<file path="src/design/rqd_pkg.sv">
`default_nettype none
// ----------------------------------------------------------------------------
// rqd_pkg
// Shared types and constants of the queue drop decision core.
// ----------------------------------------------------------------------------
package rqd_pkg;

    localparam logic [1:0] MODE_ARRIVAL = 2'd0;
    localparam logic [1:0] MODE_EMPTY   = 2'd1;
    localparam logic [1:0] MODE_TABLE   = 2'd2;
    localparam logic [1:0] MODE_RESTART = 2'd3;

    localparam logic [1:0] VERDICT_ACCEPT = 2'd0;
    localparam logic [1:0] VERDICT_PDROP  = 2'd1;
    localparam logic [1:0] VERDICT_FDROP  = 2'd2;

    localparam logic [2:0] REG_MIN_TH   = 3'd0;
    localparam logic [2:0] REG_MAX_TH   = 3'd1;
    localparam logic [2:0] REG_WEIGHT   = 3'd2;
    localparam logic [2:0] REG_PROB_LOG = 3'd3;
    localparam logic [2:0] REG_CELL_LOG = 3'd4;
    localparam logic [2:0] REG_MAX_PROB = 3'd5;

    localparam logic [63:0] MAX_MARGIN  = 64'd2000;
    localparam logic [63:0] PEN_LIMIT   = 64'd15;
    localparam logic [7:0]  IDLE_CELLS  = 8'd255;

    typedef enum logic [4:0] {
        ST_CLEAR,
        ST_IDLE,
        ST_EWMA,
        ST_PEN_START,
        ST_PEN_WAIT,
        ST_MOD,
        ST_RD,
        ST_MUL0,
        ST_MUL1,
        ST_MUL2,
        ST_LIN,
        ST_PEN1,
        ST_PEN2,
        ST_DECIDE,
        ST_PROB,
        ST_PROB2,
        ST_DRAW,
        ST_DRAW1,
        ST_DRAW2,
        ST_DRAW3,
        ST_OUT
    } state_t;

    typedef struct packed {
        logic        start;
        logic        short_op;
        logic [63:0] dividend;
        logic [31:0] divisor;
    } div_req_t;

    typedef struct packed {
        logic        done;
        logic [63:0] quotient;
    } div_rsp_t;

endpackage
`default_nettype wire

</file>
<file path="src/design/rqd_div.sv">
`default_nettype none
// ----------------------------------------------------------------------------
// rqd_div
// Restoring divider, one quotient bit per cycle, 64 or 32 dividend bits.
// ----------------------------------------------------------------------------
module rqd_div
    import rqd_pkg::*;
(
    input  wire logic     clk,
    input  wire logic     rst_n,
    input  wire div_req_t req,
    output div_rsp_t      rsp
);

    logic [63:0] quo_reg,  quo_next;
    logic [32:0] rem_reg,  rem_next;
    logic [31:0] dvs_reg,  dvs_next;
    logic [6:0]  cnt_reg,  cnt_next;
    logic        busy_reg, busy_next;
    logic        done_reg, done_next;
    logic [32:0] trial;

    always_comb
    begin
        quo_next  = quo_reg;
        rem_next  = rem_reg;
        dvs_next  = dvs_reg;
        cnt_next  = cnt_reg;
        busy_next = busy_reg;
        done_next = 1'b0;
        trial     = {rem_reg[31:0], quo_reg[63]};
        if (busy_reg)
        begin
            if (trial >= {1'b0, dvs_reg})
            begin
                rem_next = trial - {1'b0, dvs_reg};
                quo_next = {quo_reg[62:0], 1'b1};
            end
            else
            begin
                rem_next = trial;
                quo_next = {quo_reg[62:0], 1'b0};
            end
            cnt_next = cnt_reg - 7'd1;
            if (cnt_reg == 7'd1)
            begin
                busy_next = 1'b0;
                done_next = 1'b1;
            end
        end
        else if (req.start)
        begin
            rem_next  = 33'd0;
            dvs_next  = req.divisor;
            busy_next = 1'b1;
            if (req.short_op)
            begin
                quo_next = {req.dividend[31:0], 32'd0};
                cnt_next = 7'd32;
            end
            else
            begin
                quo_next = req.dividend;
                cnt_next = 7'd64;
            end
        end
    end

    always_ff @(posedge clk or negedge rst_n)
    begin
        if (!rst_n)
        begin
            busy_reg <= 1'b0;
            done_reg <= 1'b0;
            cnt_reg  <= 7'd0;
        end
        else
        begin
            busy_reg <= busy_next;
            done_reg <= done_next;
            cnt_reg  <= cnt_next;
        end
    end

    always_ff @(posedge clk)
    begin
        quo_reg <= quo_next;
        rem_reg <= rem_next;
        dvs_reg <= dvs_next;
    end

    assign rsp.done     = done_reg;
    assign rsp.quotient = quo_reg;

endmodule
`default_nettype wire

</file>
<file path="config.mk">
export PLATFORM = sky130hd
export DESIGN_NAME = rqd_div
export DESIGN_NICKNAME = d
export VERILOG_FILES = /design/src/design/rqd_pkg.sv /design/src/design/rqd_div.sv
export SDC_FILE = /design/constraint.sdc
export NUM_CORES = 1
export LEC_CHECK = 0
export ABC_CLOCK_PERIOD_IN_PS = 4750
export BUFFER_PORTS_ARGS = -buffer_cell sky130_fd_sc_hd__buf_4
export CAP_MARGIN = 20
export CORE_MARGIN = 2
export CORE_UTILIZATION = 55
export DETAILED_ROUTE_END_ITERATION = 10
export PLACE_DENSITY = 0.91
export SLEW_MARGIN = 0
export SYNTH_ARGS = -nofsm -noshare
export SYNTH_HDL_FRONTEND = slang
export SYNTH_SLANG_ARGS = --single-unit
</file>
<file path="constraint.sdc">
create_clock -name clk -period 4.75 [get_ports clk]
set_input_delay 1.1875 -clock clk [delete_from_list [all_inputs] [get_ports clk]]
set_output_delay 1.1875 -clock clk [all_outputs]
set_load 0.1 [all_outputs]
</file>
# Word-level counts from Yosys, hierarchy flattened
# Index checks and enable logic that the tools add are counted.
[word_totals]
elab_cells = 28
regBits = 137
input_bits = 100
[classes]
n_eq_ne = 1
order_cmp = 1
n_mux = 15
bitwise = 1
n_reduce_logical = 2
n_addsub = 2
[op_table]
columns = ["cell", "count"]
rows = [
  ["$mux 64", 3],
  ["$mux 32", 3],
  ["$ge 33x32->1", 1],
  ["$sub 32x32->32", 1],
  ["$mux 7", 3],
  ["$eq 7x1->1 const B", 1],
  ["$sub 7x1->7 const B", 1],
  ["$mux 1", 6],
  ["$reduce_and 2->1", 1],
  ["$reduce_bool 2->1", 1],
  ["$not 1->1", 1],
]

# Logic depth before layout (Yosys ltp)
[depth]
ltp_word = 3
mapped_depth = 14

# Least setup slack after synthesis
# OpenSTA, ideal clock, no wires.
[synth_path]
kind = "input to register"
start = "input req[97] (netlist bit)"
end = "register quo_reg[0] (enable)"
slack_ns = 0.884
required_time_ns = 4.301
arrival_ns = 3.417
setup_time_ns = 0.449
cell_stages = 3
cell_sequence = "buf_1 -> nor2_1 -> inv_1"
[synth_between]
elab_chain_cells = 1
[synth_rtl]
columns = ["element", "line_no", "text"]
rows = [
  ["start, declared", "rqd_div.sv:11", "input wire div_req_t req,"],
  ["$reduce_bool 2->1 (no line)", "--", ""],
  ["end signal, assigned", "rqd_div.sv:87", "quo_reg <= quo_next;"],
  ["end, declared", "rqd_div.sv:15", "logic [63:0] quo_reg, quo_next;"],
]
# No other way between the ends.
# A chain may end at the register's enable or synchronous reset.

# Worst setup path after layout
[layout_path]
start = "register rem_reg[11]"
end = "register rem_reg[7] (data pin)"
[layout_between]
elab_chain_cells = 3
[layout_rtl]
columns = ["element", "line_no", "text"]
rows = [
  ["start, declared", "rqd_div.sv:16", "logic [32:0] rem_reg, rem_next;"],
  ["start signal, assigned", "rqd_div.sv:88", "rem_reg <= rem_next;"],
  ["$ge 33x32->1", "rqd_div.sv:34", "if (trial >= {1'b0, dvs_reg})"],
  ["$mux 32", "rqd_div.sv:34", ""],
  ["$mux 32", "rqd_div.sv:32", "if (busy_reg)"],
]
# No other way between the ends.

==> impl_metrics.tcl <==
set metrics [dict create \
    cts_root_buf "clkbuf_16" \
    holdCritPathClass "reg2reg" \
    route.met2.wl_um 9520 \
    largest_register_ffs 64 \
    grt_overflow 0 \
    post-route-min-period_ps 3520 \
    syn_area_um2 7670 \
    met1Wirelength_um 7260 \
    cts_buffer_depth 2 \
    clk_pin_slew_ps 70 \
    worstHoldPathCells 1 \
    multi_input_comb_area_um2 3270 \
    ys_types 58 \
    avgSynthCellArea_um2 11.3 \
    dpl.hpwl_um 12900 \
    wl_met3_um 1390 \
    core-area_um2 13800 \
    seq_area_um2 4070 \
    rsz0062_at_grt "no" \
    design.die.area_um2 14900 \
    reg2reg_depth 11 \
    antenna_found_initial 0 \
    crit_required_ps 4910 \
    fin_setup_tns_ps 0 \
    post_drt_wl_per_cell_um 17.9 \
    crit_type "reg2reg" \
    slew_headroom_pct 34.8 \
    fmax_mhz 284 \
    drt-initial-drc-count 338 \
    arrival_ps 3680 \
    ios 165 \
    drc 0 \
    outcome "complete, no violations" \
    dieHeight_um 122 \
    path_max_fanout 31 \
    grt_max_degree 106 \
    drtPass1Iterations 5 \
    dr_total_vias 5843 \
    wirelength_um 18400 \
    fp-row-count 43 \
    portBuffers 164 \
    cts_resized 0 \
    post_cts_buffers 0 \
    ctsHoldBuffers 0 \
    end_kind "flop" \
    clock_latency_ps 430 \
    netlist_instances 677 \
    final-setup-viol-count 0 \
    drive_gt1_share_pct 25.1 \
    antenna_cells 0 \
    cts_max_level 4 \
    final_nets 968 \
    ys_seq_area_share_pct 53.1 \
    nFillCells 1019 \
    syn_to_final_growth_pct 25.4 \
    grt_pass1_wl_um 28900 \
    ys_ff_latch 137 \
    async_flop_share_pct 6.57 \
    finalClockSkew_ps 13.3 \
    synth_edf_count 128 \
    cap_viol_max_count 0 \
    synth_nets 812 \
    min_period_over_period_pct 74.1 \
    hold_violations 0 \
    routed_via_density 5.69 \
    gp_congestion 0.952 \
    final_util_pct 69.8 \
    cts_tree "done" \
    drtAntennaViolNets 0 \
    tightestPinTransition_ps 975 \
    cp-start-kind "flop" \
    synth_warnings 0 \
    top_layer "met4" \
    cts_buffers 17 \
    initial_core_util_pct 55.7 \
    fp.dieW_um 122 \
    maxSlewViolCount 0 \
    grt_usage_pct 25.3 \
    synth_flop_cell "edfxtp_1" \
    cts_sinks 137 \
    grt_pass1_vias 5786 \
]
layer usage:
layer  up-vias  global-route usage [%]
met4         0                    6.90
met1      2779                    30.7
li1       2819                       -
met2       227                    43.8
met5         -                       0
met3        18                    7.63
metrics by stage:
step | worst slack (ps) | cells | hold slack [ps] | area [um^2]
after global routing | 880 | 1026 | 538 | 9620
after global placement | 1420 | 993 | 508 | 9000
final | 1230 | 1026 | 520 | 9620
after floorplan | 884 | 677 | 464 | 7670
after CTS | 1260 | 1025 | 510 | 9600
after detailed placement | 1290 | 993 | 507 | 9000
critical path: stages, from the launching register on:
cell       delay (ps)
edfxtp_1          410
ha_1              390
a21oi_1           270
o211a_1           210
o21ai_1            90
nor2_1            160
a211oi_1          110
or3_4             390
a2111oi_4         390
buf_4             480
mux2i_1           280
nor2_1             60
layout make-up:
cell class | instances | share of cell area [%]
multi-input combinational | 463 | 34.0
clock buffer | 18 | 4.46
tap | 180 | 2.34
clock inverter | 14 | 1.68
timing repair buffer | 171 | 13.5
inverter | 43 | 1.69
sequential | 137 | 42.4
synth_stat cells, drive strengths merged, types with 6 or more instances:
cell / number / area, um^2
a21o: 16 / 120
a21oi: 29 / 145
a22o: 30 / 263
buf: 11 / 93.8
clkbuf: 23 / 86.3
dfrtp: 9 / 225
edfxtp: 128 / 3840
ha: 34 / 425
inv: 42 / 158
mux2i: 64 / 641
nand2: 66 / 248
nand2b: 6 / 37.5
nor2: 42 / 158
nor2b: 7 / 43.8
nor3: 6 / 30.0
o21a: 9 / 67.6
o21ai: 53 / 269
o22ai: 7 / 43.8
xnor2: 18 / 158
xor2: 14 / 123
cells by family after synthesis:
group           after synthesis  synth area share, %
mux                          64                 8.35
buf+inv                      77                 4.45
flops                       137                 53.1
fa+ha+maj                    35                 5.81
simple gates                156                 9.19
xor+xnor                     32                 3.65
compound gates              176                 15.5
final timing paths:
check	start	endpoint	slack (ps)
worst max-delay path	rem_reg[11]	rem_reg[7]	1230
worst min-delay path	cnt_reg[6]	done_reg	520
worst max register to register	rem_reg[11]	rem_reg[7]	1230
worst min register to register	cnt_reg[6]	done_reg	520
max in group asynchronous	rst_n	busy_reg	4030
min in group asynchronous	rst_n	done_reg	570
layout by cell type (no fill, tap or decap), types with 9 or more instances in the layout:
cell / n
buf_4: 170
edfxtp_1: 128
nand2_1: 66
mux2i_1: 64
o21ai_0: 50
inv_1: 41
nor2_1: 41
ha_1: 34
a22o_1: 30
a21oi_1: 29
xnor2_1: 18
clkbuf_16: 17
a21o_1: 16
xor2_1: 14
o21a_1: 9
Power is left out: the tool's default activity adds up to more than one toggle a clock period on the data nets, which glitch-free logic cannot reach.
